<file path="config.mk">
export PLATFORM = sky130hd
export DESIGN_NAME = hysteresis_relay_controller
export DESIGN_NICKNAME = d
export VERILOG_FILES = /design/src/hdl/hrc_pkg.sv /design/src/hdl/hysteresis_relay_controller.sv /design/src/hdl/hrc_div.sv /design/src/hdl/hrc_ctrl.sv /design/src/hdl/hrc_dp.sv
export VERILOG_INCLUDE_DIRS = /design/src /design/src/hdl
export SDC_FILE = /design/constraint.sdc
export NUM_CORES = 1
export LEC_CHECK = 0
export ABC_AREA = 1
export BUFFER_PORTS_ARGS = -buffer_cell sky130_fd_sc_hd__buf_4
export CAP_MARGIN = 20
export CELL_PAD_IN_SITES_DETAIL_PLACEMENT = 0
export CELL_PAD_IN_SITES_GLOBAL_PLACEMENT = 1
export CORE_MARGIN = 2
export CORE_UTILIZATION = 44
export CTS_CLUSTER_DIAMETER = 80
export DETAILED_ROUTE_END_ITERATION = 10
export PLACE_DENSITY = 0.87
export SLEW_MARGIN = 20
export SYNTH_ARGS = -nofsm -noshare
export SYNTH_HDL_FRONTEND = slang
export SYNTH_SLANG_ARGS = --single-unit
</file>
<file path="constraint.sdc">
create_clock -name clk -period 8.3 [get_ports clk]
set_input_delay 0.83 -clock clk [delete_from_list [all_inputs] [get_ports clk]]
set_output_delay 0.83 -clock clk [all_outputs]
set_load 0.05 [all_outputs]
</file>
<file path="src/hdl/hysteresis_relay_controller_defines.svh">
// ----------------------------------------------------------------------------
// Hysteresis relay controller assertion macros
// Clocked assertion wrappers shared by the controller and datapath modules.
// ----------------------------------------------------------------------------
`ifndef HYSTERESIS_RELAY_CONTROLLER_DEFINES_SVH
`define HYSTERESIS_RELAY_CONTROLLER_DEFINES_SVH

`ifndef NO_ASSERTIONS

// Property checked on every rising clock edge outside reset
`define HRC_ASSERT(label, prop, msg) \
  label: assert property (@(posedge clk) disable iff (rst) (prop)) else $error(msg);

// Condition that must never hold outside reset
`define HRC_NEVER(label, expr, msg) \
  label: assert property (@(posedge clk) disable iff (rst) !(expr)) else $error(msg);

`else

`define HRC_ASSERT(label, prop, msg)
`define HRC_NEVER(label, expr, msg)

`endif

`endif

</file>
<file path="src/hdl/hrc_pkg.sv">
// ----------------------------------------------------------------------------
// Hysteresis relay controller package
// Field widths, limits, register indexes and reset values, modes, event codes
// and the control and status bundles between the controller and the datapath.
// ----------------------------------------------------------------------------
package hrc_pkg;

  // Default sensor count
  localparam int NUM_SENSORS_DEF = 6;

  // Field widths
  localparam int TEMP_W   = 13;
  localparam int AVG_W    = 12;
  localparam int HYST_W   = 11;
  localparam int SEC_W    = 16;
  localparam int MODE_W   = 2;
  localparam int MIN_W    = 11;
  localparam int NOW_W    = 32;
  localparam int CODE_W   = 3;
  localparam int SIDX_W   = 3;
  localparam int CFG_W    = 16;
  localparam int CFGIDX_W = 3;
  localparam int MSEC_W   = SEC_W + 10;

  // Limits and constants
  localparam logic signed [TEMP_W-1:0] TEMP_LOW  = -13'sd880;
  localparam logic signed [TEMP_W-1:0] TEMP_HIGH = 13'sd2000;
  localparam logic signed [TEMP_W-1:0] BOOT_TEMP = 13'sd464;
  localparam logic signed [AVG_W-1:0]  BOOT_AVG  = 12'sd464;
  localparam logic [MIN_W:0]           MIN_PER_DAY = 12'd1440;
  localparam logic [MSEC_W-1:0]        MS_PER_S    = MSEC_W'(1000);

  // Register indexes
  localparam logic [CFGIDX_W-1:0] REG_THRESHOLD  = 3'd0;
  localparam logic [CFGIDX_W-1:0] REG_HYSTERESIS = 3'd1;
  localparam logic [CFGIDX_W-1:0] REG_MAX_ON     = 3'd2;
  localparam logic [CFGIDX_W-1:0] REG_COOLDOWN   = 3'd3;
  localparam logic [CFGIDX_W-1:0] REG_MODE       = 3'd4;
  localparam logic [CFGIDX_W-1:0] REG_SCHED_EN   = 3'd5;
  localparam logic [CFGIDX_W-1:0] REG_SCHED_START = 3'd6;
  localparam logic [CFGIDX_W-1:0] REG_SCHED_LEN  = 3'd7;

  // Register reset values
  localparam logic [AVG_W-1:0]  RST_THRESHOLD   = 12'd480;
  localparam logic [HYST_W-1:0] RST_HYSTERESIS  = 11'd16;
  localparam logic [SEC_W-1:0]  RST_MAX_ON      = 16'd120;
  localparam logic [SEC_W-1:0]  RST_COOLDOWN    = 16'd60;
  localparam logic [MIN_W-1:0]  RST_SCHED_START = 11'd720;
  localparam logic [MIN_W-1:0]  RST_SCHED_LEN   = 11'd10;

  // Modes
  localparam logic [MODE_W-1:0] MODE_AUTO      = 2'd0;
  localparam logic [MODE_W-1:0] MODE_MANUAL_ON = 2'd2;

  // Event codes
  localparam logic [CODE_W-1:0] EV_NONE        = 3'd0;
  localparam logic [CODE_W-1:0] EV_AUTO_ON     = 3'd1;
  localparam logic [CODE_W-1:0] EV_AUTO_OFF    = 3'd2;
  localparam logic [CODE_W-1:0] EV_PROTECT_OFF = 3'd3;
  localparam logic [CODE_W-1:0] EV_SCHED_ON    = 3'd4;
  localparam logic [CODE_W-1:0] EV_SCHED_OFF   = 3'd5;
  localparam logic [CODE_W-1:0] EV_MANUAL_ON   = 3'd6;
  localparam logic [CODE_W-1:0] EV_MANUAL_OFF  = 3'd7;

  // Controller to datapath commands
  typedef struct packed {
    logic sample_write;
    logic capture;
    logic acc_step;
    logic div_start;
    logic avg_load;
    logic load_first;
    logic load_second;
  } hrc_ctl_t;

  // Datapath to controller status
  typedef struct packed {
    logic sum_last;
    logic cnt_zero;
    logic div_done;
    logic out_free;
    logic two_events;
  } hrc_sts_t;

endpackage

</file>
<file path="src/hdl/hysteresis_relay_controller.sv">
// ----------------------------------------------------------------------------
// Hysteresis relay controller
// On/off thermostat with hysteresis, protection timer and daily schedule.
// ----------------------------------------------------------------------------
// A sample transaction (cmd 0) stores or rejects one sensor reading. A control
// transaction (cmd 1) sums the fresh sensors, reading one sensor a cycle,
// divides the sum in a divider that makes one quotient bit a cycle, and then
// decides and loads its first result; when no sensor is fresh the divider is
// skipped. A second result for the same step is loaded at the edge at which
// the first one is taken. Input stays stalled while a control step is in
// progress, and a stalled output holds the step until its results are loaded.
// Results sit in an output register, so a new transaction is taken while the
// last result of the previous step still waits.
// Configuration is written through cfg_write, cfg_index and cfg_data. The user
// must see that configuration is written only while no control step is in
// progress; the block itself does not enforce this.
module hysteresis_relay_controller
  import hrc_pkg::*;
#(
  parameter int NUM_SENSORS = NUM_SENSORS_DEF
) (
  input  logic                     clk,
  input  logic                     rst,
  input  logic                     cfg_write,
  input  logic [CFGIDX_W-1:0]      cfg_index,
  input  logic [CFG_W-1:0]         cfg_data,
  input  logic                     in_valid,
  output logic                     in_stall,
  input  logic                     cmd,
  input  logic [SIDX_W-1:0]        sensor_index,
  input  logic signed [TEMP_W-1:0] temperature,
  input  logic                     sensor_present,
  input  logic [NOW_W-1:0]         now_ms,
  input  logic [MIN_W-1:0]         minute_of_day,
  input  logic                     clock_valid,
  output logic                     out_valid,
  input  logic                     out_stall,
  output logic                     relay_on,
  output logic [CODE_W-1:0]        event_code,
  output logic signed [AVG_W-1:0]  average,
  output logic                     schedule_active,
  output logic                     last
);

  hrc_ctl_t ctl;
  hrc_sts_t sts;

  // Sequencer
  hrc_ctrl u_ctrl (
    .clk     (clk),
    .rst     (rst),
    .in_valid(in_valid),
    .item_cmd(cmd),
    .in_stall(in_stall),
    .sts     (sts),
    .ctl     (ctl)
  );

  // Datapath
  hrc_dp #(
    .NUM_SENSORS(NUM_SENSORS)
  ) u_dp (
    .clk            (clk),
    .rst            (rst),
    .cfg_write      (cfg_write),
    .cfg_index      (cfg_index),
    .cfg_data       (cfg_data),
    .sensor_index   (sensor_index),
    .temperature    (temperature),
    .sensor_present (sensor_present),
    .now_ms         (now_ms),
    .minute_of_day  (minute_of_day),
    .clock_valid    (clock_valid),
    .out_stall      (out_stall),
    .out_valid      (out_valid),
    .relay_on       (relay_on),
    .event_code     (event_code),
    .average        (average),
    .schedule_active(schedule_active),
    .last           (last),
    .ctl            (ctl),
    .sts            (sts)
  );

endmodule

</file>
<file path="src/hdl/hrc_div.sv">
// ----------------------------------------------------------------------------
// Serial unsigned divider
// Restoring divider that produces one quotient bit per cycle.
// ----------------------------------------------------------------------------
module hrc_div #(
  parameter int NW = 16,
  parameter int DW = 3
) (
  input  logic          clk,
  input  logic          rst,
  input  logic          start,
  input  logic [NW-1:0] num,
  input  logic [DW-1:0] den,
  output logic          done,
  output logic [NW-1:0] quo
);

  localparam int CW = (NW > 1) ? $clog2(NW) : 1;

  logic          busy;
  logic [CW-1:0] cnt;
  logic [DW-1:0] rem;
  logic [DW:0]   trial;
  logic [DW:0]   diff;
  logic          fits;

  // Shift in the next dividend bit and try the subtraction
  always_comb begin
    trial = {rem, quo[NW-1]};
    diff  = trial - {1'b0, den};
    fits  = (trial >= {1'b0, den});
  end

  // Track the iteration count
  always_ff @(posedge clk) begin
    if (rst) begin
      busy <= 1'b0;
      done <= 1'b0;
      cnt  <= '0;
    end else if (start) begin
      busy <= 1'b1;
      done <= 1'b0;
      cnt  <= '0;
    end else if (busy) begin
      cnt <= CW'(cnt + 1'b1);
      if (cnt == CW'(NW - 1)) begin
        busy <= 1'b0;
        done <= 1'b1;
      end
    end
  end

  // Advance remainder and quotient
  always_ff @(posedge clk) begin
    if (start) begin
      rem <= '0;
      quo <= num;
    end else if (busy) begin
      rem <= fits ? diff[DW-1:0] : trial[DW-1:0];
      quo <= {quo[NW-2:0], fits};
    end
  end

endmodule

</file>
<file path="src/hdl/hrc_ctrl.sv">
// ----------------------------------------------------------------------------
// Hysteresis relay controller sequencer
// Steps a control transaction through sum, divide, decide and result hand-off.
// ----------------------------------------------------------------------------
module hrc_ctrl
  import hrc_pkg::*;
(
  input  logic     clk,
  input  logic     rst,
  input  logic     in_valid,
  input  logic     item_cmd,
  output logic     in_stall,
  input  hrc_sts_t sts,
  output hrc_ctl_t ctl
);

`include "hysteresis_relay_controller_defines.svh"

  localparam logic [2:0] S_IDLE   = 3'd0;
  localparam logic [2:0] S_SUM    = 3'd1;
  localparam logic [2:0] S_CHECK  = 3'd2;
  localparam logic [2:0] S_DIV    = 3'd3;
  localparam logic [2:0] S_DECIDE = 3'd4;
  localparam logic [2:0] S_EMIT2  = 3'd5;

  logic [2:0] state;
  logic [2:0] state_next;

  // Next state and commands
  always_comb begin
    state_next = state;
    ctl        = '0;
    in_stall   = (state != S_IDLE);
    unique case (state)
      S_IDLE: begin
        if (in_valid) begin
          if (item_cmd) begin
            ctl.capture = 1'b1;
            state_next  = S_SUM;
          end else begin
            ctl.sample_write = 1'b1;
          end
        end
      end
      S_SUM: begin
        ctl.acc_step = 1'b1;
        if (sts.sum_last) state_next = S_CHECK;
      end
      S_CHECK: begin
        if (sts.cnt_zero) begin
          state_next = S_DECIDE;
        end else begin
          ctl.div_start = 1'b1;
          state_next    = S_DIV;
        end
      end
      S_DIV: begin
        if (sts.div_done) begin
          ctl.avg_load = 1'b1;
          state_next   = S_DECIDE;
        end
      end
      S_DECIDE: begin
        if (sts.out_free) begin
          ctl.load_first = 1'b1;
          state_next     = sts.two_events ? S_EMIT2 : S_IDLE;
        end
      end
      S_EMIT2: begin
        if (sts.out_free) begin
          ctl.load_second = 1'b1;
          state_next      = S_IDLE;
        end
      end
      default: begin
        state_next = S_IDLE;
      end
    endcase
  end

  // Hold state
  always_ff @(posedge clk) begin
    if (rst) begin
      state <= S_IDLE;
    end else begin
      state <= state_next;
    end
  end

  `HRC_ASSERT(a_sample_stays_idle, (in_valid && !in_stall && !item_cmd) |=> (state == S_IDLE), "sample transaction left idle")
  `HRC_ASSERT(a_div_to_decide, (state == S_DIV && sts.div_done) |=> (state == S_DECIDE), "divide did not hand off to decide")
  `HRC_ASSERT(a_emit2_origin, (state == S_EMIT2) |-> ($past(state) == S_DECIDE || $past(state) == S_EMIT2), "second result without a decision")

endmodule

</file>
<file path="src/hdl/hrc_dp.sv">
// ----------------------------------------------------------------------------
// Hysteresis relay controller datapath
// Configuration, sensor store, averaging, relay decision and output register.
// ----------------------------------------------------------------------------
module hrc_dp
  import hrc_pkg::*;
#(
  parameter int NUM_SENSORS = NUM_SENSORS_DEF
) (
  input  logic                     clk,
  input  logic                     rst,
  input  logic                     cfg_write,
  input  logic [CFGIDX_W-1:0]      cfg_index,
  input  logic [CFG_W-1:0]         cfg_data,
  input  logic [SIDX_W-1:0]        sensor_index,
  input  logic signed [TEMP_W-1:0] temperature,
  input  logic                     sensor_present,
  input  logic [NOW_W-1:0]         now_ms,
  input  logic [MIN_W-1:0]         minute_of_day,
  input  logic                     clock_valid,
  input  logic                     out_stall,
  output logic                     out_valid,
  output logic                     relay_on,
  output logic [CODE_W-1:0]        event_code,
  output logic signed [AVG_W-1:0]  average,
  output logic                     schedule_active,
  output logic                     last,
  input  hrc_ctl_t                 ctl,
  output hrc_sts_t                 sts
);

`include "hysteresis_relay_controller_defines.svh"

  localparam int IDX_W = (NUM_SENSORS > 1) ? $clog2(NUM_SENSORS) : 1;
  localparam int CNT_W = $clog2(NUM_SENSORS + 1);
  localparam int SUM_W = TEMP_W + CNT_W;

  // Configuration registers
  logic signed [AVG_W-1:0] threshold;
  logic [HYST_W-1:0]       hysteresis;
  logic [SEC_W-1:0]        max_on_seconds;
  logic [SEC_W-1:0]        cooldown_seconds;
  logic [MODE_W-1:0]       mode;
  logic                    schedule_enable;
  logic [MIN_W-1:0]        schedule_start;
  logic [MIN_W-1:0]        schedule_len;
  logic [MSEC_W-1:0]       max_on_ms;
  logic [MSEC_W-1:0]       cooldown_ms;

  // Sensor store
  logic signed [TEMP_W-1:0] sensor_value [NUM_SENSORS];
  logic [NUM_SENSORS-1:0]   sensor_fresh;
  logic [IDX_W-1:0]         widx;
  logic                     idx_ok;
  logic                     temp_ok;

  // Accumulation and division
  logic [IDX_W-1:0]        acc_idx;
  logic signed [SUM_W-1:0] sum;
  logic [CNT_W-1:0]        cnt;
  logic [SUM_W-1:0]        mag;
  logic                    div_done;
  logic [SUM_W-1:0]        div_quo;
  logic [AVG_W-1:0]        quo_lo;

  // Control state
  logic signed [AVG_W-1:0] kept_avg;
  logic                    relay_state;
  logic                    spray_timing;
  logic [NOW_W-1:0]        spray_start;
  logic [NOW_W-1:0]        spray_end;
  logic                    has_sprayed;
  logic                    sched_was_active;
  logic [NOW_W-1:0]        cap_now;
  logic [MIN_W-1:0]        cap_minute;
  logic                    cap_clock_ok;

  // Pending second result
  logic              pend_relay;
  logic [CODE_W-1:0] pend_code;
  logic              pend_sched;

  // Write configuration
  always_ff @(posedge clk) begin
    if (rst) begin
      threshold        <= RST_THRESHOLD;
      hysteresis       <= RST_HYSTERESIS;
      max_on_seconds   <= RST_MAX_ON;
      cooldown_seconds <= RST_COOLDOWN;
      mode             <= MODE_AUTO;
      schedule_enable  <= 1'b0;
      schedule_start   <= RST_SCHED_START;
      schedule_len     <= RST_SCHED_LEN;
    end else if (cfg_write) begin
      unique case (cfg_index)
        REG_THRESHOLD:   threshold        <= cfg_data[AVG_W-1:0];
        REG_HYSTERESIS:  hysteresis       <= cfg_data[HYST_W-1:0];
        REG_MAX_ON:      max_on_seconds   <= cfg_data[SEC_W-1:0];
        REG_COOLDOWN:    cooldown_seconds <= cfg_data[SEC_W-1:0];
        REG_MODE:        mode             <= cfg_data[MODE_W-1:0];
        REG_SCHED_EN:    schedule_enable  <= cfg_data[0];
        REG_SCHED_START: schedule_start   <= cfg_data[MIN_W-1:0];
        REG_SCHED_LEN:   schedule_len     <= cfg_data[MIN_W-1:0];
        default: ;
      endcase
    end
  end

  // Convert second limits to milliseconds
  always_ff @(posedge clk) begin
    max_on_ms   <= MSEC_W'(max_on_seconds) * MS_PER_S;
    cooldown_ms <= MSEC_W'(cooldown_seconds) * MS_PER_S;
  end

  // Check the incoming sample
  always_comb begin
    widx    = IDX_W'(sensor_index);
    idx_ok  = (32'(sensor_index) < 32'(NUM_SENSORS));
    temp_ok = sensor_present && (temperature >= TEMP_LOW) && (temperature <= TEMP_HIGH);
  end

  // Store a sample or mark the sensor stale
  always_ff @(posedge clk) begin
    if (rst) begin
      for (int i = 0; i < NUM_SENSORS; i++) begin
        sensor_value[i] <= BOOT_TEMP;
      end
      sensor_fresh <= '1;
    end else if (ctl.sample_write && idx_ok) begin
      sensor_fresh[widx] <= temp_ok;
      if (temp_ok) sensor_value[widx] <= temperature;
    end
  end

  // Sum fresh sensors one per cycle
  always_ff @(posedge clk) begin
    if (ctl.capture) begin
      acc_idx      <= '0;
      sum          <= '0;
      cnt          <= '0;
      cap_now      <= now_ms;
      cap_minute   <= minute_of_day;
      cap_clock_ok <= clock_valid;
    end else if (ctl.acc_step) begin
      acc_idx <= IDX_W'(acc_idx + 1'b1);
      if (sensor_fresh[acc_idx]) begin
        sum <= sum + SUM_W'(sensor_value[acc_idx]);
        cnt <= CNT_W'(cnt + 1'b1);
      end
    end
  end

  // Divide the magnitude and restore the sign
  always_comb begin
    mag    = sum[SUM_W-1] ? SUM_W'(-sum) : SUM_W'(sum);
    quo_lo = div_quo[AVG_W-1:0];
  end

  hrc_div #(
    .NW(SUM_W),
    .DW(CNT_W)
  ) u_div (
    .clk  (clk),
    .rst  (rst),
    .start(ctl.div_start),
    .num  (mag),
    .den  (cnt),
    .done (div_done),
    .quo  (div_quo)
  );

  // Schedule window test
  logic [MIN_W:0] win_end;
  logic [MIN_W:0] wrap1;
  logic [MIN_W:0] wrap2;
  logic [MIN_W:0] cur;
  logic [MIN_W:0] start_x;
  logic           sch;

  always_comb begin
    start_x = {1'b0, schedule_start};
    cur     = {1'b0, cap_minute};
    win_end = start_x + {1'b0, schedule_len};
    wrap1   = win_end - MIN_PER_DAY;
    wrap2   = (wrap1 >= MIN_PER_DAY) ? (wrap1 - MIN_PER_DAY) : wrap1;
    if (!schedule_enable || !cap_clock_ok || schedule_len == '0) begin
      sch = 1'b0;
    end else if (win_end <= MIN_PER_DAY) begin
      sch = (cur >= start_x) && (cur < win_end);
    end else begin
      sch = (cur >= start_x) || (cur < wrap2);
    end
  end

  // Relay decision chain: auto hysteresis, protection, schedule, manual
  logic signed [AVG_W+1:0] avg_x;
  logic signed [AVG_W+1:0] thr_x;
  logic signed [AVG_W+1:0] thr_lo;
  logic                    auto_m;
  logic                    want_on;
  logic                    cool_ok;
  logic                    on_a, off_a, off_b, on_c, off_c, on_m, off_m;
  logic                    r1, r2, r3, r_fin;
  logic                    ts1, ts2, ts3, ts_fin;
  logic [NOW_W-1:0]        st1, st3, st_fin;
  logic [NOW_W-1:0]        en1, en2, en3, en_fin;
  logic                    hs1, hs2, hs3, hs_fin;
  logic [3:0]              fired;
  logic [CODE_W-1:0]       code_a, code_c, code_m;
  logic [CODE_W-1:0]       first_code, last_code;
  logic                    first_relay;

  always_comb begin
    avg_x   = {{2{kept_avg[AVG_W-1]}}, kept_avg};
    thr_x   = {{2{threshold[AVG_W-1]}}, threshold};
    thr_lo  = thr_x - $signed({3'b000, hysteresis});
    auto_m  = (mode == MODE_AUTO);
    want_on = (mode == MODE_MANUAL_ON);
    cool_ok = !has_sprayed || ((cap_now - spray_end) >= NOW_W'(cooldown_ms));

    // Hysteresis step
    on_a  = auto_m && !relay_state && (avg_x >= thr_x) && cool_ok;
    off_a = auto_m && relay_state && (avg_x <= thr_lo);
    r1    = on_a ? 1'b1 : (off_a ? 1'b0 : relay_state);
    ts1   = on_a ? 1'b1 : (off_a ? 1'b0 : spray_timing);
    st1   = on_a ? cap_now : spray_start;
    en1   = off_a ? cap_now : spray_end;
    hs1   = has_sprayed || off_a;

    // Maximum on time protection
    off_b = auto_m && r1 && ts1 && ((cap_now - st1) >= NOW_W'(max_on_ms));
    r2    = off_b ? 1'b0 : r1;
    ts2   = off_b ? 1'b0 : ts1;
    en2   = off_b ? cap_now : en1;
    hs2   = hs1 || off_b;

    // Schedule window
    on_c  = auto_m && sch && !r2;
    off_c = auto_m && !sch && sched_was_active && r2 && (avg_x < thr_x);
    r3    = on_c ? 1'b1 : (off_c ? 1'b0 : r2);
    ts3   = on_c ? 1'b1 : (off_c ? 1'b0 : ts2);
    st3   = on_c ? cap_now : st1;
    en3   = off_c ? cap_now : en2;
    hs3   = hs2 || off_c;

    // Manual modes
    on_m   = !auto_m && want_on && !relay_state;
    off_m  = !auto_m && !want_on && relay_state;
    r_fin  = on_m ? 1'b1 : (off_m ? 1'b0 : r3);
    ts_fin = on_m ? 1'b1 : (off_m ? 1'b0 : ts3);
    st_fin = on_m ? cap_now : st3;
    en_fin = off_m ? cap_now : en3;
    hs_fin = hs3 || off_m;

    // Pick first and final events
    fired  = {on_m || off_m, on_c || off_c, off_b, on_a || off_a};
    code_a = on_a ? EV_AUTO_ON : EV_AUTO_OFF;
    code_c = on_c ? EV_SCHED_ON : EV_SCHED_OFF;
    code_m = on_m ? EV_MANUAL_ON : EV_MANUAL_OFF;

    if (fired[0]) begin
      first_code  = code_a;
      first_relay = on_a;
    end else if (fired[1]) begin
      first_code  = EV_PROTECT_OFF;
      first_relay = 1'b0;
    end else if (fired[2]) begin
      first_code  = code_c;
      first_relay = on_c;
    end else if (fired[3]) begin
      first_code  = code_m;
      first_relay = on_m;
    end else begin
      first_code  = EV_NONE;
      first_relay = r_fin;
    end

    if (fired[3]) begin
      last_code = code_m;
    end else if (fired[2]) begin
      last_code = code_c;
    end else if (fired[1]) begin
      last_code = EV_PROTECT_OFF;
    end else if (fired[0]) begin
      last_code = code_a;
    end else begin
      last_code = EV_NONE;
    end
  end

  // Update kept average and relay state
  always_ff @(posedge clk) begin
    if (rst) begin
      kept_avg         <= BOOT_AVG;
      relay_state      <= 1'b0;
      spray_timing     <= 1'b0;
      spray_start      <= '0;
      spray_end        <= '0;
      has_sprayed      <= 1'b0;
      sched_was_active <= 1'b0;
    end else begin
      if (ctl.avg_load) begin
        kept_avg <= sum[SUM_W-1] ? (~quo_lo + AVG_W'(1)) : quo_lo;
      end
      if (ctl.load_first) begin
        relay_state  <= r_fin;
        spray_timing <= ts_fin;
        spray_start  <= st_fin;
        spray_end    <= en_fin;
        has_sprayed  <= hs_fin;
        if (auto_m) sched_was_active <= sch;
      end
    end
  end

  // Output register valid
  always_ff @(posedge clk) begin
    if (rst) begin
      out_valid <= 1'b0;
    end else if (ctl.load_first || ctl.load_second) begin
      out_valid <= 1'b1;
    end else if (!out_stall) begin
      out_valid <= 1'b0;
    end
  end

  // Load result payload and hold the second one
  always_ff @(posedge clk) begin
    if (ctl.load_first) begin
      relay_on        <= first_relay;
      event_code      <= first_code;
      average         <= kept_avg;
      schedule_active <= sch;
      last            <= ($countones(fired) < 2);
      pend_relay      <= r_fin;
      pend_code       <= last_code;
      pend_sched      <= sch;
    end else if (ctl.load_second) begin
      relay_on        <= pend_relay;
      event_code      <= pend_code;
      average         <= kept_avg;
      schedule_active <= pend_sched;
      last            <= 1'b1;
    end
  end

  // Status back to the sequencer
  always_comb begin
    sts.sum_last   = (acc_idx == IDX_W'(NUM_SENSORS - 1));
    sts.cnt_zero   = (cnt == '0);
    sts.div_done   = div_done;
    sts.out_free   = !out_valid || !out_stall;
    sts.two_events = ($countones(fired) >= 2);
  end

  `HRC_NEVER(a_timing_tracks_relay, spray_timing != relay_state, "spray timing out of step with relay")
  `HRC_ASSERT(a_div_nonzero, ctl.div_start |-> (cnt != '0), "divide started with no fresh sensor")
  `HRC_ASSERT(a_load_sets_valid, (ctl.load_first || ctl.load_second) |=> out_valid, "loaded result not presented")

endmodule

</file>
==> results.md <==
* Shortest period the worst path allows at 8.15 ns
* Largest net degree at the start of global routing at 91
* Mapped cell area at 0.0303 mm2
* Hold EP: u_dp.cap_now[31]$_DFFE_PP_
* Hold Path Cell Cnt at 1
* Hold path start: now_ms[31]
* Worst slew pin tran at 1.03 ns
* Number of synthesized register bits at 437
* Vias per cell at 5.15
* Post-route DRC at 0
* Site Rows at 96
* Slowest cell on crit path: fa_1
* Final net count at 4396
* Leakage at 16.1 nW
* Unique masters post-synth at 62
* CTS Buffer Depth at 3
* Fmax at 123 MHz
* CTS sink cnt at 437
* Initial antenna violation count at 1
* Crit path launch type: flop
* Initial core utilization at 44.3%
* Die X at 266 um
* RSZ-0062 raised after global routing: true
* Min-delay worst type: in -> reg
* Final ANT Viol Nets at 0
* Commonest cells after routing, fill and taps aside: nand2_1 (609), inv_1 (477), nor2_1 (365)
* Ratio of cells with drive above 1 in the final layout at 13.7%
* Post-synth EDFFs at 187
* Global-route usage over all layers at 21.8%
* Clock Skews at 0.0867 ns
* First-pass GRT wire length at 125000 um
* Critical path's largest stage delay at 0.51 ns
* Cts-stage hold buffer count at 0
* Starting DRT DRC Count at 1803
* Core ar. at 0.0683 mm2
* CTS Buf Count at 52
* Vias at 24.7k
* Die Y at 266 um
* WP data arrival at 8.67 ns
* Die ar. at 0.0710 mm2
* Slew margin rel. at 31.5%
* First-pass DRT Iterations at 6
* Outcome: completed
* Root buffer cell: clkbuf_16
* Worst EP required at 8.82 ns
* CP Capture Type: flop
* # H-tree levels at 2
* Pins Over Slew Limit at 0
* Avg WL per Cell at 16.2 um
* Worst vdd ir at 0.000222 V
* Synth Flop Type: dfxtp_1
* Setup TNS Final at 0 ns
* Worst Path Max Fanout at 6
* Worst-skew pair later-pin latency at 0.66 ns
* Tcrit/Tclk final at 98.2%
* TritonCTS clock tree: done
* R2r startpoint: u_dp.cap_now[2]$_DFFE_PP_
* Port Buffers at 105
* R2r setup slk at 0.15 ns
* Num ports at 106
* Vias in the first global route at 24.1k
* Yosys warns at 0
* P&R area growth vs syn at 16.2%
* R2R depth at 60
* Hold Fails Final Rpt at 0
* Cells after Synth at 3655
* Pwr per Cell Area at 233 mW/mm2
* Sequential share of the synthesized area at 35.1%
* R2R Path End: u_ctrl.state[2]$_SDFFE_PP0P_
* Antenna Cells at 0
* Most common cell on crit path: nand2_2
* Commonest non-fill, non-tap cell in the layout: nand2_1
* Pwr Total at 8.19 mW
* RD Place Congestion at 0.969
* Syn Area/Cell at 8.29 um2
* Count of final setup violators at 0
* Max_cap viols at 0
* WS Path Type: reg -> reg
* Clock slew seen by the registers of the worst setup and hold paths at 0.06 ns
* Final wirelength at 77900 um
* Hpwl dp at 58500 um
* Grt ovf at 0
* Synth async-reset ratio at 0%
[worst max path at each step]
stage,start,slack (ns),endpoint
detailed placement,u_dp.cap_now[12]$_DFFE_PP_,-0.08,u_ctrl.state[2]$_SDFFE_PP0P_
CTS,u_dp.cap_now[6]$_DFFE_PP_,0.05,u_ctrl.state[2]$_SDFFE_PP0P_
global placement,u_dp.cap_now[2]$_DFFE_PP_,0.07,u_ctrl.state[2]$_SDFFE_PP0P_
floorplan,u_dp.cap_now[2]$_DFFE_PP_,0.01,u_ctrl.state[2]$_SDFFE_PP0P_
finish,u_dp.cap_now[2]$_DFFE_PP_,0.15,u_ctrl.state[2]$_SDFFE_PP0P_
global route,u_dp.cap_now[3]$_DFFE_PP_,-0.46,u_ctrl.state[2]$_SDFFE_PP0P_
[logic make-up after synthesis]
logic type                 Yosys count  synth area share, %
DFF                                437                 35.1
xor gates and xnor gates           138                 3.99
buffers and inverters              591                 7.71
other                                1               0.0124
and+or+nand+nor                   1371                 20.1
adders and majority gates          438                 20.9
AOI/OAI and AO/OA                  679                 12.2
[synth_stat cells, types with 13 or more instances]
cell	number	area, um2
nand2_1	628	2360
inv_1	482	1810
nor2_1	368	1380
ha_1	323	4040
o21ai_0	273	1370
a21oi_1	271	1360
dfxtp_1	250	5000
edfxtp_1	187	5620
nand3_1	178	891
fa_1	115	2300
xor2_1	99	867
clkbuf_1	76	285
nor2_2	40	250
xnor2_1	39	342
nor3_1	36	180
a31oi_1	31	194
nor2_4	30	338
nand4_1	23	144
o211ai_1	19	143
o22ai_1	19	119
a21o_1	17	128
nand2_2	16	100
nor4_1	13	81.3
o21bai_1	13	97.6
[final cells by class]
class | count | area, um2
Inverter | 497 | 1880
Timing Repair Buffer | 232 | 1750
Clock inverter | 26 | 363
Tap cell | 882 | 1100
Sequential cell | 437 | 10600
Fill cell | 6360 | 33100
Clock buffer | 72 | 1520
Multi-Input combinational cell | 2652 | 18000
[critical path, delay by kind of cell (launching register included)]
family,cells,cell delay (ns)
DFF,1,0.43
xor gates and xnor gates,2,0.28
buffers and inverters,8,0.85
AOI/OAI and AO/OA,14,2.05
and+or+nand+nor,30,2.51
adders and majority gates,6,1.95
[state kept, by name, indices dropped and copies added, names as in the netlist, 12 cells and up, named ones only]
signal                 count
u_dp.cap_now              32
u_dp.u_div.quo            16
u_dp.spray_end            32
u_dp.spray_start          32
u_dp.average              12
u_dp.max_on_seconds       16
u_dp.cooldown_ms          23
u_dp.sum                  16
u_dp.threshold            12
u_dp.sensor_value        104
u_dp.kept_avg             12
u_dp.max_on_ms            23
u_dp.cooldown_seconds     16
[metrics by stage]
step                setup slack (ns)  std cells  utilization (%)  hold slack [ns]  area, um2
floorplan                     0.0127       3680                -            0.419      30400
global placement              0.0658       4674             47.7            0.449      32600
detailed placement           -0.0789       4674             47.7            0.453      32600
CTS                           0.0460       4772             50.5            0.313      34500
global route                  -0.462       4798             51.5            0.329      35200
finish                         0.152       4798             51.5            0.353      35200
[power by group]
part / total, mW / switching (mW) / internal, mW / leakage (nW)
Combinational: 3.14 / 1.90 / 1.24 / 11.4
Clock: 2.45 / 0.987 / 1.46 / 0.914
Sequential: 2.60 / 0.144 / 2.46 / 3.79
Total: 8.19 / 3.03 / 5.16 / 16.1
[repair_timing]
item,4_1_cts,5_1_grt
pin swaps,0,75
buffers inserted,0,27
cloned,0,0
setup endpoints to repair,2,76
resized for setup,3,111
[layer usage]
metal | vias up | global-route usage (%) | wire length, um
li1 | 12515 | - | -
met1 | 11534 | 28.8 | 35400
met2 | 547 | 37.2 | 37000
met3 | 120 | 2.71 | 3400
met4 | 0 | 6.65 | 2140
met5 | - | 0 | 0
(Power assumes the default switching activity.)
